File: src/hdl/lrmcu_pkg.sv
// Shared types and constants for the learned remote motor command unit.
// Used by lrmcu_cell, lrmcu_cmd and learned_remote_motor_command_unit_core.
package lrmcu_pkg;

   localparam int NUM_COMMANDS       = 9;
   localparam int CODE_WIDTH_DEFAULT = 32;
   localparam int TAKEN_WIDTH        = 4;
   localparam int COUNT_WIDTH        = 17;
   localparam int RSP_DATA_WIDTH     = 32;

   localparam logic [TAKEN_WIDTH-1:0] SLOT_NONE   = TAKEN_WIDTH'(NUM_COMMANDS);
   localparam logic [TAKEN_WIDTH-1:0] TAKEN_LEARN = TAKEN_WIDTH'(NUM_COMMANDS + 1);

   localparam logic [COUNT_WIDTH-1:0] LOW_STEP = COUNT_WIDTH'(8000);
   localparam logic [COUNT_WIDTH-1:0] LOW_MIN  = COUNT_WIDTH'(8000);
   localparam logic [COUNT_WIDTH-1:0] LOW_MAX  = COUNT_WIDTH'(72000);

   typedef enum logic [TAKEN_WIDTH-1:0] {
      CMD_SLOW_DOWN    = 4'd0,
      CMD_RUN          = 4'd1,
      CMD_SPEED_UP     = 4'd2,
      CMD_TOGGLE_LEFT  = 4'd3,
      CMD_TOGGLE_RIGHT = 4'd4,
      CMD_STOP         = 4'd5,
      CMD_REVERSE      = 4'd6,
      CMD_AUTO_ON      = 4'd7,
      CMD_AUTO_OFF     = 4'd8
   } cmd_type;

   typedef enum logic [1:0] {
      MOTOR_STOPPED = 2'd0,
      MOTOR_FORWARD = 2'd1,
      MOTOR_REVERSE = 2'd2
   } motor_type;

   typedef enum logic [1:0] {
      STEER_OFF   = 2'd0,
      STEER_LEFT  = 2'd1,
      STEER_RIGHT = 2'd2
   } steer_type;

   // Control part of an item as it travels down the cell row
   typedef struct packed {
      logic                   store;
      logic                   match;
      logic [TAKEN_WIDTH-1:0] slot;
      logic [TAKEN_WIDTH-1:0] taken;
   } ctrl_type;

   typedef struct packed {
      logic [TAKEN_WIDTH-1:0] taken;
      logic                   ack;
      logic                   auto_en;
      logic [COUNT_WIDTH-1:0] low_count;
      steer_type              steer;
      motor_type              motor;
   } result_type;

endpackage

File: src/hdl/learned_remote_motor_command_unit_core.sv
// Learned remote motor command unit: learn stage, row of code cells, command stage.
// Depends on lrmcu_pkg, lrmcu_cell and lrmcu_cmd.
// Pipeline: one register per table slot in the cell row plus the command stage
// register lie between item accept and result valid.
// Throughput: one item per cycle; each cell and the command stage take an item
// whenever they are empty or their own item moves on.
// Reset: clears learned count, motor/steering/auto state, count to 72000 and
// repeat code to all ones; table slots stay undefined until learned.
module learned_remote_motor_command_unit_core #(
   parameter int CODE_WIDTH = lrmcu_pkg::CODE_WIDTH_DEFAULT
) (
   input  logic                                   clock,
   input  logic                                   reset,
   input  logic                                   req_tvalid,
   output logic                                   req_tready,
   // [CODE_WIDTH-1:0] ir_code, zero padding above
   input  logic [((CODE_WIDTH + 7) / 8) * 8-1:0]  req_tdata,
   output logic                                   rsp_tvalid,
   input  logic                                   rsp_tready,
   // [1:0] motor_mode, [3:2] steer_drive, [20:4] drive_low_count,
   // [21] auto_enabled, [22] learn_ack, [26:23] command_taken, zero above
   output logic [lrmcu_pkg::RSP_DATA_WIDTH-1:0]   rsp_tdata,
   input  logic                                   csr_we,
   input  logic [CODE_WIDTH-1:0]                  csr_wdata
);
   import lrmcu_pkg::*;

   localparam int RESULT_WIDTH = $bits(result_type);

   logic [CODE_WIDTH-1:0]  repeat_code_ff;
   logic [TAKEN_WIDTH-1:0] learned_count_ff;
   logic                   learning;
   logic [CODE_WIDTH-1:0]  code;
   ctrl_type               entry_ctrl;
   logic                   accept;

   logic                  valid_chain [0:NUM_COMMANDS];
   logic                  ready_chain [0:NUM_COMMANDS];
   logic [CODE_WIDTH-1:0] code_chain  [0:NUM_COMMANDS];
   ctrl_type              ctrl_chain  [0:NUM_COMMANDS];

   result_type result;

   assign code     = req_tdata[CODE_WIDTH-1:0];
   assign learning = (learned_count_ff < TAKEN_WIDTH'(NUM_COMMANDS));

   always_comb begin
      entry_ctrl.store = learning && (code != repeat_code_ff);
      entry_ctrl.match = !learning;
      entry_ctrl.slot  = learned_count_ff;
      entry_ctrl.taken = learning ? TAKEN_LEARN : SLOT_NONE;
   end

   assign req_tready     = ready_chain[0];
   assign accept         = req_tvalid && req_tready;
   assign valid_chain[0] = req_tvalid;
   assign code_chain[0]  = code;
   assign ctrl_chain[0]  = entry_ctrl;

   always_ff @(posedge clock) begin
      if (reset) begin
         repeat_code_ff   <= '1;
         learned_count_ff <= '0;
      end else begin
         if (csr_we) begin
            repeat_code_ff <= csr_wdata;
         end
         // advance the fill count only for codes actually stored
         if (accept && entry_ctrl.store) begin
            learned_count_ff <= learned_count_ff + TAKEN_WIDTH'(1);
         end
      end
   end

   for (genvar i = 0; i < NUM_COMMANDS; i++) begin : g_cell
      lrmcu_cell #(
         .CODE_WIDTH (CODE_WIDTH),
         .SLOT_IDX   (TAKEN_WIDTH'(i))
      ) u_cell (
         .clock     (clock),
         .reset     (reset),
         .in_valid  (valid_chain[i]),
         .in_ready  (ready_chain[i]),
         .in_code   (code_chain[i]),
         .in_ctrl   (ctrl_chain[i]),
         .out_valid (valid_chain[i+1]),
         .out_ready (ready_chain[i+1]),
         .out_code  (code_chain[i+1]),
         .out_ctrl  (ctrl_chain[i+1])
      );
   end

   lrmcu_cmd u_cmd (
      .clock      (clock),
      .reset      (reset),
      .in_valid   (valid_chain[NUM_COMMANDS]),
      .in_ready   (ready_chain[NUM_COMMANDS]),
      .in_ctrl    (ctrl_chain[NUM_COMMANDS]),
      .out_valid  (rsp_tvalid),
      .out_ready  (rsp_tready),
      .out_result (result)
   );

   // the last cell's code is not consumed by anything
   assign rsp_tdata = {{(RSP_DATA_WIDTH - RESULT_WIDTH){1'b0}}, result};

endmodule

File: src/hdl/lrmcu_cell.sv
// One cell of the code row: holds one learned table slot and one item in flight.
// Depends on lrmcu_pkg.
module lrmcu_cell #(
   parameter int                                   CODE_WIDTH = lrmcu_pkg::CODE_WIDTH_DEFAULT,
   parameter logic [lrmcu_pkg::TAKEN_WIDTH-1:0]    SLOT_IDX   = '0
) (
   input  logic                  clock,
   input  logic                  reset,
   input  logic                  in_valid,
   output logic                  in_ready,
   input  logic [CODE_WIDTH-1:0] in_code,
   input  lrmcu_pkg::ctrl_type   in_ctrl,
   output logic                  out_valid,
   input  logic                  out_ready,
   output logic [CODE_WIDTH-1:0] out_code,
   output lrmcu_pkg::ctrl_type   out_ctrl
);
   import lrmcu_pkg::*;

   logic                  valid_ff;
   logic [CODE_WIDTH-1:0] code_ff;
   ctrl_type              ctrl_ff;
   ctrl_type              ctrl_in;
   logic [CODE_WIDTH-1:0] slot_code_ff;
   logic                  take;

   assign in_ready = !valid_ff || out_ready;
   assign take     = in_valid && in_ready;

   // first match wins: only claim the item if no earlier slot has
   always_comb begin
      ctrl_in = in_ctrl;
      if (in_ctrl.match && (in_ctrl.taken == SLOT_NONE) && (slot_code_ff == in_code)) begin
         ctrl_in.taken = SLOT_IDX;
      end
   end

   always_ff @(posedge clock) begin
      if (reset) begin
         valid_ff <= 1'b0;
      end else if (in_ready) begin
         valid_ff <= in_valid;
      end
   end

   always_ff @(posedge clock) begin
      if (take) begin
         code_ff <= in_code;
         ctrl_ff <= ctrl_in;
      end
      if (take && in_ctrl.store && (in_ctrl.slot == SLOT_IDX)) begin
         slot_code_ff <= in_code;
      end
   end

   assign out_valid = valid_ff;
   assign out_code  = code_ff;
   assign out_ctrl  = ctrl_ff;

endmodule

File: src/hdl/lrmcu_cmd.sv
// Command stage: runs the matched command on the motor, steering, count and auto
// state and holds the result item. Depends on lrmcu_pkg.
module lrmcu_cmd (
   input  logic                  clock,
   input  logic                  reset,
   input  logic                  in_valid,
   output logic                  in_ready,
   input  lrmcu_pkg::ctrl_type   in_ctrl,
   output logic                  out_valid,
   input  logic                  out_ready,
   output lrmcu_pkg::result_type out_result
);
   import lrmcu_pkg::*;

   logic                   valid_ff;
   result_type             result_ff;
   motor_type              motor_ff,  motor_in;
   steer_type              steer_ff,  steer_in;
   steer_type              turn_ff,   turn_in;
   logic [COUNT_WIDTH-1:0] low_ff,    low_in;
   logic                   auto_ff,   auto_in;
   logic                   take;

   assign in_ready = !valid_ff || out_ready;
   assign take     = in_valid && in_ready;

   always_comb begin
      motor_in = motor_ff;
      steer_in = steer_ff;
      turn_in  = turn_ff;
      low_in   = low_ff;
      auto_in  = auto_ff;
      unique case (cmd_type'(in_ctrl.taken))
         CMD_SLOW_DOWN: begin
            if ((motor_ff != MOTOR_STOPPED) && (low_ff > LOW_MIN)) begin
               low_in = low_ff - LOW_STEP;
            end
            turn_in = STEER_OFF;
         end
         CMD_RUN: begin
            motor_in = MOTOR_FORWARD;
            turn_in  = STEER_OFF;
         end
         CMD_SPEED_UP: begin
            if ((motor_ff != MOTOR_STOPPED) && (low_ff < LOW_MAX)) begin
               low_in = low_ff + LOW_STEP;
            end
            turn_in = STEER_OFF;
         end
         CMD_TOGGLE_LEFT: begin
            if (turn_ff == STEER_LEFT) begin
               steer_in = STEER_OFF;
               turn_in  = STEER_OFF;
            end else begin
               steer_in = STEER_LEFT;
               turn_in  = STEER_LEFT;
            end
         end
         CMD_TOGGLE_RIGHT: begin
            if (turn_ff == STEER_RIGHT) begin
               steer_in = STEER_OFF;
               turn_in  = STEER_OFF;
            end else begin
               steer_in = STEER_RIGHT;
               turn_in  = STEER_RIGHT;
            end
         end
         CMD_STOP: begin
            motor_in = MOTOR_STOPPED;
            steer_in = STEER_OFF;
            turn_in  = STEER_OFF;
         end
         CMD_REVERSE: begin
            motor_in = MOTOR_REVERSE;
            turn_in  = STEER_OFF;
         end
         CMD_AUTO_ON: begin
            auto_in  = 1'b1;
            motor_in = MOTOR_FORWARD;
         end
         CMD_AUTO_OFF: begin
            auto_in  = 1'b0;
            motor_in = MOTOR_STOPPED;
            steer_in = STEER_OFF;
            turn_in  = STEER_OFF;
         end
         default: begin
            // no match, learning or ignored: hold state
         end
      endcase
   end

   always_ff @(posedge clock) begin
      if (reset) begin
         valid_ff <= 1'b0;
         motor_ff <= MOTOR_STOPPED;
         steer_ff <= STEER_OFF;
         turn_ff  <= STEER_OFF;
         low_ff   <= LOW_MAX;
         auto_ff  <= 1'b0;
      end else begin
         if (in_ready) begin
            valid_ff <= in_valid;
         end
         if (take) begin
            motor_ff <= motor_in;
            steer_ff <= steer_in;
            turn_ff  <= turn_in;
            low_ff   <= low_in;
            auto_ff  <= auto_in;
         end
      end
   end

   always_ff @(posedge clock) begin
      if (take) begin
         result_ff.taken     <= in_ctrl.taken;
         result_ff.ack       <= in_ctrl.store;
         result_ff.auto_en   <= auto_in;
         result_ff.low_count <= low_in;
         result_ff.steer     <= steer_in;
         result_ff.motor     <= motor_in;
      end
   end

   assign out_valid  = valid_ff;
   assign out_result = result_ff;

endmodule

File: config.mk
export PLATFORM = sky130hd
export DESIGN_NAME = learned_remote_motor_command_unit_core
export DESIGN_NICKNAME = d
export VERILOG_FILES = /design/src/hdl/lrmcu_pkg.sv /design/src/hdl/learned_remote_motor_command_unit_core.sv /design/src/hdl/lrmcu_cell.sv /design/src/hdl/lrmcu_cmd.sv
export SDC_FILE = /design/constraint.sdc
export NUM_CORES = 1
export LEC_CHECK = 0
export ABC_AREA = 1
export BUFFER_PORTS_ARGS = -buffer_cell sky130_fd_sc_hd__clkbuf_2
export CAP_MARGIN = 20
export CELL_PAD_IN_SITES_DETAIL_PLACEMENT = 2
export CELL_PAD_IN_SITES_GLOBAL_PLACEMENT = 2
export CORE_MARGIN = 8
export CORE_UTILIZATION = 44
export DETAILED_ROUTE_END_ITERATION = 6
export GPL_ROUTABILITY_DRIVEN = 0
export HOLD_SLACK_MARGIN = 0.05
export PLACE_DENSITY_LB_ADDON = 0.2
export RECOVER_POWER = 25
export SLEW_MARGIN = 10
export SYNTH_ARGS = -nofsm -noshare
export SYNTH_HDL_FRONTEND = slang
export SYNTH_SLANG_ARGS = --single-unit
File: constraint.sdc
create_clock -name clock -period 8.1 [get_ports clock]
set_clock_uncertainty 0.05 [all_clocks]
set_input_delay 0.405 -clock clock [delete_from_list [all_inputs] [get_ports clock]]
set_output_delay 0.405 -clock clock [all_outputs]
set_load 0.05 [all_outputs]
==> key figures, run 1 <==
Outcome
  • Status: finished clean

Synthesis
  • Most common cell in the netlist: edfxtp_1
  • Async SR Flop Fraction: 0%
  • Synth unique cells: 47
  • Post-synth top area share: between 60% and 70%
  • Post-synth EDFFs: roughly 650
  • Ys flop type: edfxtp_1
  • Post-Syn Instances: 2117
  • Seq/Total Area, Yosys: 73.6%
  • Flops & latches, synth: 710
  • Mapped Area: 28100 um2
  • Synthesis warning total: 0
  • Synth area leader: edfxtp_1
  • Top post-synthesis cells by count: edfxtp_1, nand2_1, inv_1, nor2_1, xnor2_1
  • Top cells by area, synth: edfxtp_1, nand2_1, dfxtp_1
  • Syn Area/Cell: between 10 and 15 um2

Clocking
  • Clock buffer depth: 3
  • CTS Buf Count: a little under 80
  • CTS tree: built
  • Clock sinks: 710
  • Post-CTS sizing: 0
  • Worst-path clk slew: 0.07 ns
  • H-tree depth: 3
  • Clk root buf: clkbuf_16
  • Later-pin clock latency in the skew report: just over 0.6 ns

Setup path
  • Critical Path RT: ~8.3 ns
  • Setup CP Type: reg -> reg
  • CP endpoint kind: flop
  • Arrival @ worst endpoint: around 3.1 ns
  • Crit path launch type: flop
  • Max FO, Critical Path: 42

Power and ir drop
  • Sw Pwr: roughly 1.7 mW
  • Sw Share: a little over a fifth
  • Leak: about 12 nW
  • Pwr Density: between 200 and 250 nW/um2
  • Combinational power share: about 3.0%
  • Max VDD drop: slightly below 0.0002 V
  • Pint: 6.05 mW
  • Clock power frac: about 44%
  • Power Total: 7.72 mW
  • Part of the power in registers: 52.8%

Timing
  • Setup ws final: a little over 5 ns
  • Final Hold Fails: 0
  • Final-report max-slew violation count: 0
  • RSZ-0062 raised after global routing: no
  • Setup TNS: 0 ns
  • Final setup viols: 0
  • Fmax: between 300 and 400 MHz
  • Slew at the pin with the worst max-slew slack: about 1.1 ns
  • Period minus WS final: between 2 and 3 ns
  • Crit share post-route: 36.2%
  • Max-slew headroom: a little over a quarter

Routing
  • Total wire length: a little over 80 mm
  • Via count: between 15000 and 20000
  • Iter 0 DRT Violations: between 800 and 900
  • Post-route ant nets: 0
  • Wire length per cell: ~25 um
  • Post-route DRC: 0
  • Vias per Instance: 5.29
  • Pre-antenna DRT Iters: 5

GRT
  • Pin count of the biggest net entering global routing: 44
  • Vias in the first global route: between 20000 and 25000
  • Number of antenna violations at the first check in global routing: 1
  • First-pass GRT wire length: ~120 mm
  • Overflow after GRT: 0
  • GR Layer Usage met1: roughly a quarter
  • Most Used Layer, Global Route: met2
  • M2 GR Usage: roughly 46%
  • Gr usage total: 22.9%
  • Met3 Resource Use GR: 2.94%

Die
  • Initial core utilization: between 40% and 50%
  • Die ar.: ~72000 um2
  • Chip Height: 269 um
  • Row cnt: 92
  • Die Wd: 269 um
  • CORE AREA: roughly 63000 um2
  • I/O pin count: between 100 and 150

Cells and area
  • Multi-input logic area: between 6000 and 7000 um2
  • Fraction of layout cells with a size suffix above 1: about 12%
  • Non-Filler Instances: approximately 3200
  • P&R area growth vs syn: 16.0%
  • FILL cells: about 6000
  • Final nets: around 2400
  • FF/Latch Area: 20700 um2

Placement
  • Placed Cells: ~3000
  • Final HPWL DP: approximately 54 mm
  • Dpl ws: ~5.1 ns
  • IO Port Bufs: slightly above 90

Run
  • Max-cap violations: 0

Worst hold path
  • Class of the worst hold path: in -> reg
-- logic make-up (layout without fill, tap and decap cells) --
group	after synthesis	after routing	synth area share (%)
and+or+nand+nor	783	783	12.9
other	1	12	0.0134
buffers and inverters	283	546	4.04
AOI/OAI and AO/OA	136	136	3.01
xor gates and xnor gates	198	198	6.17
DFF	710	710	73.6
adders and majority gates	6	6	0.267
-- registers in the layout, indices dropped and copies added (netlist names) --
name	cells
u_cmd.low_ff	11
g_cell.u_cell.slot_code_ff	288
u_cmd.auto_ff	1
u_cmd.steer_ff	2
u_cmd.motor_ff	2
u_cmd.turn_ff	2
u_cmd.out_valid	1
g_cell.u_cell.out_valid	9
learned_count_ff	4
repeat_code_ff	32
g_cell.u_cell.out_code	256
u_cmd.out_result	21
g_cell.u_cell.out_ctrl	81
-- critical path: stages (launching register included) --
cell and delay [ns]:
dfxtp_1 0.34, nand3_1 0.17, nor2_1 0.10, nand4_2 0.12
nor2_2 0.08, nand3_1 0.12, nand2_1 0.10, inv_1 0.07
buf_4 0.50, nand2_1 0.14, nor4_2 0.21, buf_4 0.49
-- repair_timing --
action,CTS,global route
hold endpoints to repair,81,2
endpoints found under the setup margin,0,0
hold buffers,58,1
setup buffers,0,0
-- layer usage --
layer	share of wire, %	vias to the layer above
met5	0	-
met1	36	8833
met2	57	336
met4	4.7	0
met3	2.5	205
li1	-	7764
-- power groups by stage --
| stage | clock, mW | combinational, mW | sequential, mW |
|---|---|---|---|
| floorplan | 0 | 0.123 | 4.13 |
| global placement | 0 | 0.179 | 4.14 |
| detailed placement | 0 | 0.194 | 4.15 |
| CTS | 3.42 | 0.221 | 4.07 |
| global route | 3.60 | 0.249 | 4.08 |
| finish | 3.41 | 0.234 | 4.07 |
-- layout by cell type, fill, tap and decap left out, types with 11 or more instances in the layout --
cell type,instances
inv_1,234
conb_1,11
nor2_1,131
nand4_1,48
edfxtp_1,646
o22ai_1,21
clkinv_2,18
nor4_1,22
a21oi_1,38
xor2_1,78
dlygate4sd3_1,59
or2_2,45
buf_4,19
clkbuf_2,83
o21ai_0,35
clkbuf_16,79
xnor2_1,120
dfxtp_1,64
nand3_1,104
nand2_1,347
clkinv_1,17
nor3_1,32
nand3_2,11
clkbuf_1,25
-- per-stage QoR --
stage | util [%] | hold slack (ns) | area, um2
after floorplan | - | 0.350 | 28100
final | 51.7 | 0.132 | 32600
after detailed placement | 46.9 | 0.361 | 29600
after global placement | 46.9 | 0.367 | 29600
after global routing | 51.7 | 0.140 | 32600
after CTS | 51.6 | 0.0553 | 32600
-- worst paths after layout --
path,from,to,slack (ns),cells past startpoint
worst max register to register,u_cmd.out_valid,g_cell[1].u_cell.slot_code_ff[14],5.17,11
worst max-delay path,u_cmd.out_valid,g_cell[1].u_cell.slot_code_ff[14],5.17,11
worst min-delay path,req_tvalid,g_cell[0].u_cell.out_valid,0.13,3
worst min register to register,g_cell[8].u_cell.out_ctrl[9],u_cmd.out_result[22],0.37,0
-- area by class of cell --
class | count | area share [%]
diodes | 1 | 0.00768
clock buffers | 99 | 6.39
clock inverters | 40 | 0.883
inverters | 237 | 2.73
multi-input cells | 1134 | 19.6
flip-flops and latches | 710 | 63.5
well taps | 846 | 3.25
repair buffers | 170 | 3.70
Power figures use the tool's default switching activity.
==> run 2, diff against run 1 <==
clock period = 2.8 ns   (was 8.1 ns; I/O delays follow)
==> run 2 against run 1 <==
  * Worst hold slack better by 0.12 ns
  * Utilization grew 0.46 points
  * Register-to-register slack worse by 4.7 ns
  * Routed wire length increased by 2.9%
  * Clock power rose to 2.9 times the previous value
  * Sequential power increased to 2.9 times the previous value
  * Sequential share of layout area is 0.55 points lower
  * Global-route usage up 0.39 points
  * Combinational power rose to 3.0 times the previous value
  * Final area up 0.89%
  * Total power rose to 2.9 times the previous value
  * Largest power group unchanged
==> key figures, run 2 (synthesis results as in run 1) <==
Outcome
  • Status: finished clean

Timing
  • Crit share post-route: between 80% and 90%
  • Final setup viols: 0 (unchanged)
  • Fmax: ~400 MHz
  • Max-slew headroom: 54.7% (+27 points)
  • RSZ-0062 raised after global routing: no
  • Min Hold Slack: 0.253 ns (+0.122 ns)
  • Slew at the pin with the worst max-slew slack: 0.673 ns (-0.417 ns)
  • Final Hold Fails: 0 (unchanged)
  • Final-report max-slew violation count: 0 (unchanged)
  • Period minus WS final: about 2.4 ns
  • Setup ws final: 0.360 ns (-4.81 ns)

Routing
  • Wire length per cell: 26.0 um (+2.3%)
  • Iter 0 DRT Violations: 886 (+4.2%)
  • Via count: 17210 (+0.42%)
  • Pre-antenna DRT Iters: 5 (unchanged)
  • Post-route DRC: 0 (unchanged)
  • Post-route ant nets: 0 (unchanged)
  • Total wire length: 84.8 mm (+2.9%)
  • Vias per Instance: 5.29 (-0.17%)

Placement
  • Dpl ws: 0.558 ns (-4.55 ns)
  • Final HPWL DP: 55.3 mm (+2.0%)
  • IO Port Bufs: 91 (unchanged)
  • Post-DP Area: 29800 um2 (+0.55%)

Clocking
  • Postcts setup bufs: 0 (unchanged)
  • CTS tree: built
  • Clk root buf: clkbuf_16
  • Post-CTS sizing: 0 (unchanged)
  • CTS Buf Count: 76 (-1.3%)
  • H-tree depth: 3 (unchanged)
  • Hold buffer count at CTS: 68 (+17%)
  • Clock buffer depth: 3 (unchanged)
  • Clock sinks: 710 (unchanged)
  • Worst-path clk slew: 0.07 ns (about the same)
  • Later-pin clock latency in the skew report: 0.62 ns (about the same)

Cells and area
  • Largest Register: g_cell.u_cell.slot_code_ff
  • Max reg flops: 288 (unchanged)
  • FF/Latch Area: 20700 um2 (about the same)
  • Fraction of layout cells with a size suffix above 1: 12.1% (-0.22 points)
  • P&R area growth vs syn: 17.1%
  • Final instance area: 32900 um2 (+0.89%)
  • Multi-input logic area: 6470 um2 (+1.4%)
  • Most frequent cells in the layout: edfxtp_1, nand2_1, inv_1
  • Most common cell after layout, fill and taps aside: edfxtp_1
  • Final nets: 2423 (+0.75%)
  • FILL cells: 5990 (-0.48%)

GRT
  • Number of antenna violations at the first check in global routing: 1 (unchanged)
  • Vias in the first global route: 20083 (-0.15%)
  • First-pass GRT wire length: 127 mm (+2.5%)
  • Gr usage total: 23.3% (+0.39 points)
  • Pin count of the biggest net entering global routing: 43 (-2.3%)
  • Overflow after GRT: 0 (unchanged)

Setup path
  • Worst path most repeated cell: nand2_1
  • CP delay by family, top: buffers and inverters
  • CP endpoint kind: flop
  • Arrival @ worst endpoint: 2.64 ns (-0.48 ns)
  • Critical Path RT: 3.00 ns (-5.28 ns)
  • Max FO, Critical Path: 32 (-24%)
  • Crit path launch type: input port
  • Setup CP Type: in -> reg
  • Worst Path Buf+Inv: 3 (unchanged)
  • Worst path slowest cell: dlygate4sd3_1
  • Critical Path Max Stage Delay: 0.54 ns (+0.04 ns)
  • Cell Chain, Critical Path: dlygate4sd3_1 > clkbuf_1 > xnor2_1 > nand2_1 > nor2_1 > nand2_1 > nor2_1 > nand2_1 > nand2_1 > nor3_4 > buf_4

Run
  • Max-cap violations: 0 (unchanged)

Power and ir drop
  • Pwr Density: 683 nW/um2 (+190%)
  • Leak: 11.9 nW (+0.36%)
  • Max VDD drop: 0.000414 V (+110%)

Die
  • Die Wd: 269 um (unchanged)
  • I/O pin count: 103 (unchanged)
  • Die ar.: 72200 um2 (unchanged)
  • Initial core utilization: 44.5% (unchanged)
  • Row cnt: 92 (unchanged)
  • Chip Height: 269 um (unchanged)
  • CORE AREA: 63100 um2 (unchanged)

Worst hold path
  • Class of the worst hold path: in -> reg
## run 2: cell count changes in the layout (fill, tap and decap cells not counted), moves of 4 or more
| cell | previous run | this run |
|---|---|---|
| clkbuf_2 | 83 | 59 |
| nor4b_4 | 0 | 4 |
| buf_4 | 19 | 27 |
| nor4_2 | 4 | 0 |
| inv_1 | 234 | 227 |
| nor4_4 | 0 | 4 |
| clkbuf_1 | 25 | 55 |
| clkinv_2 | 18 | 13 |
| dlygate4sd3_1 | 59 | 69 |
| nor4b_2 | 4 | 0 |
| clkinv_1 | 17 | 11 |
## run 2: layer usage
layer  vias to the layer above  part of all wire (%)  global-route usage, %
met5                         -                     0                      0
met4                         0                   4.4                   10.3
li1                       7811                     -                      -
met1                      8788                    36                   24.2
met2                       415                    57                   45.9
met3                       196                   3.0                   3.14
## run 2: worst register-to-register path: stages (launching register included)
cell and delay, ns:
dfxtp_1 0.37, inv_1 0.17, ha_1 0.19, nand2_1 0.07
nand2_1 0.19, nand2_1 0.25, nor3_4 0.25, buf_4 0.45
## run 2: stage by stage
step | total power, mW | util [%] | cells | setup TNS [ns]
2_1_floorplan | 12.3 | - | 2127 | -41.39
3_3_place_gp | 12.5 | 47.2 | 3045 | 0
3_5_place_dp | 12.6 | 47.2 | 3045 | 0
4_1_cts | 22.5 | 52.1 | 3252 | 0
5_1_grt | 23.1 | 52.1 | 3255 | 0
6_report | 22.5 | 52.1 | 3256 | 0
## run 2: final timing paths
check                           slack (ns)                                end  cells past startpoint                    startpoint
worst min-delay path                  0.25                 repeat_code_ff[21]                      4                 csr_wdata[21]
worst max-delay path                  0.36  g_cell[0].u_cell.slot_code_ff[14]                     11                  req_tdata[9]
worst min register to register        0.37               u_cmd.out_result[22]                      0  g_cell[8].u_cell.out_ctrl[9]
worst max register to register        0.42  g_cell[0].u_cell.slot_code_ff[14]                      7           learned_count_ff[1]
## run 2: power by group
| part | internal, mW | switching (mW) | total, mW |
|---|---|---|---|
| registers | 11.6 | 0.153 | 11.8 |
| clock network | 5.68 | 4.30 | 9.98 |
| logic | 0.256 | 0.446 | 0.703 |
## run 2: cell type report
cell class | instances | share of cell area [%]
Antenna cell | 1 | 0.00761
Timing Repair Buffer | 189 | 4.15
Clock buffer | 107 | 6.45
Clock inverter | 32 | 0.849
Sequential cell | 710 | 62.9
Tap cell | 846 | 3.22
Multi-Input combinational cell | 1134 | 19.7
Inverter | 237 | 2.74
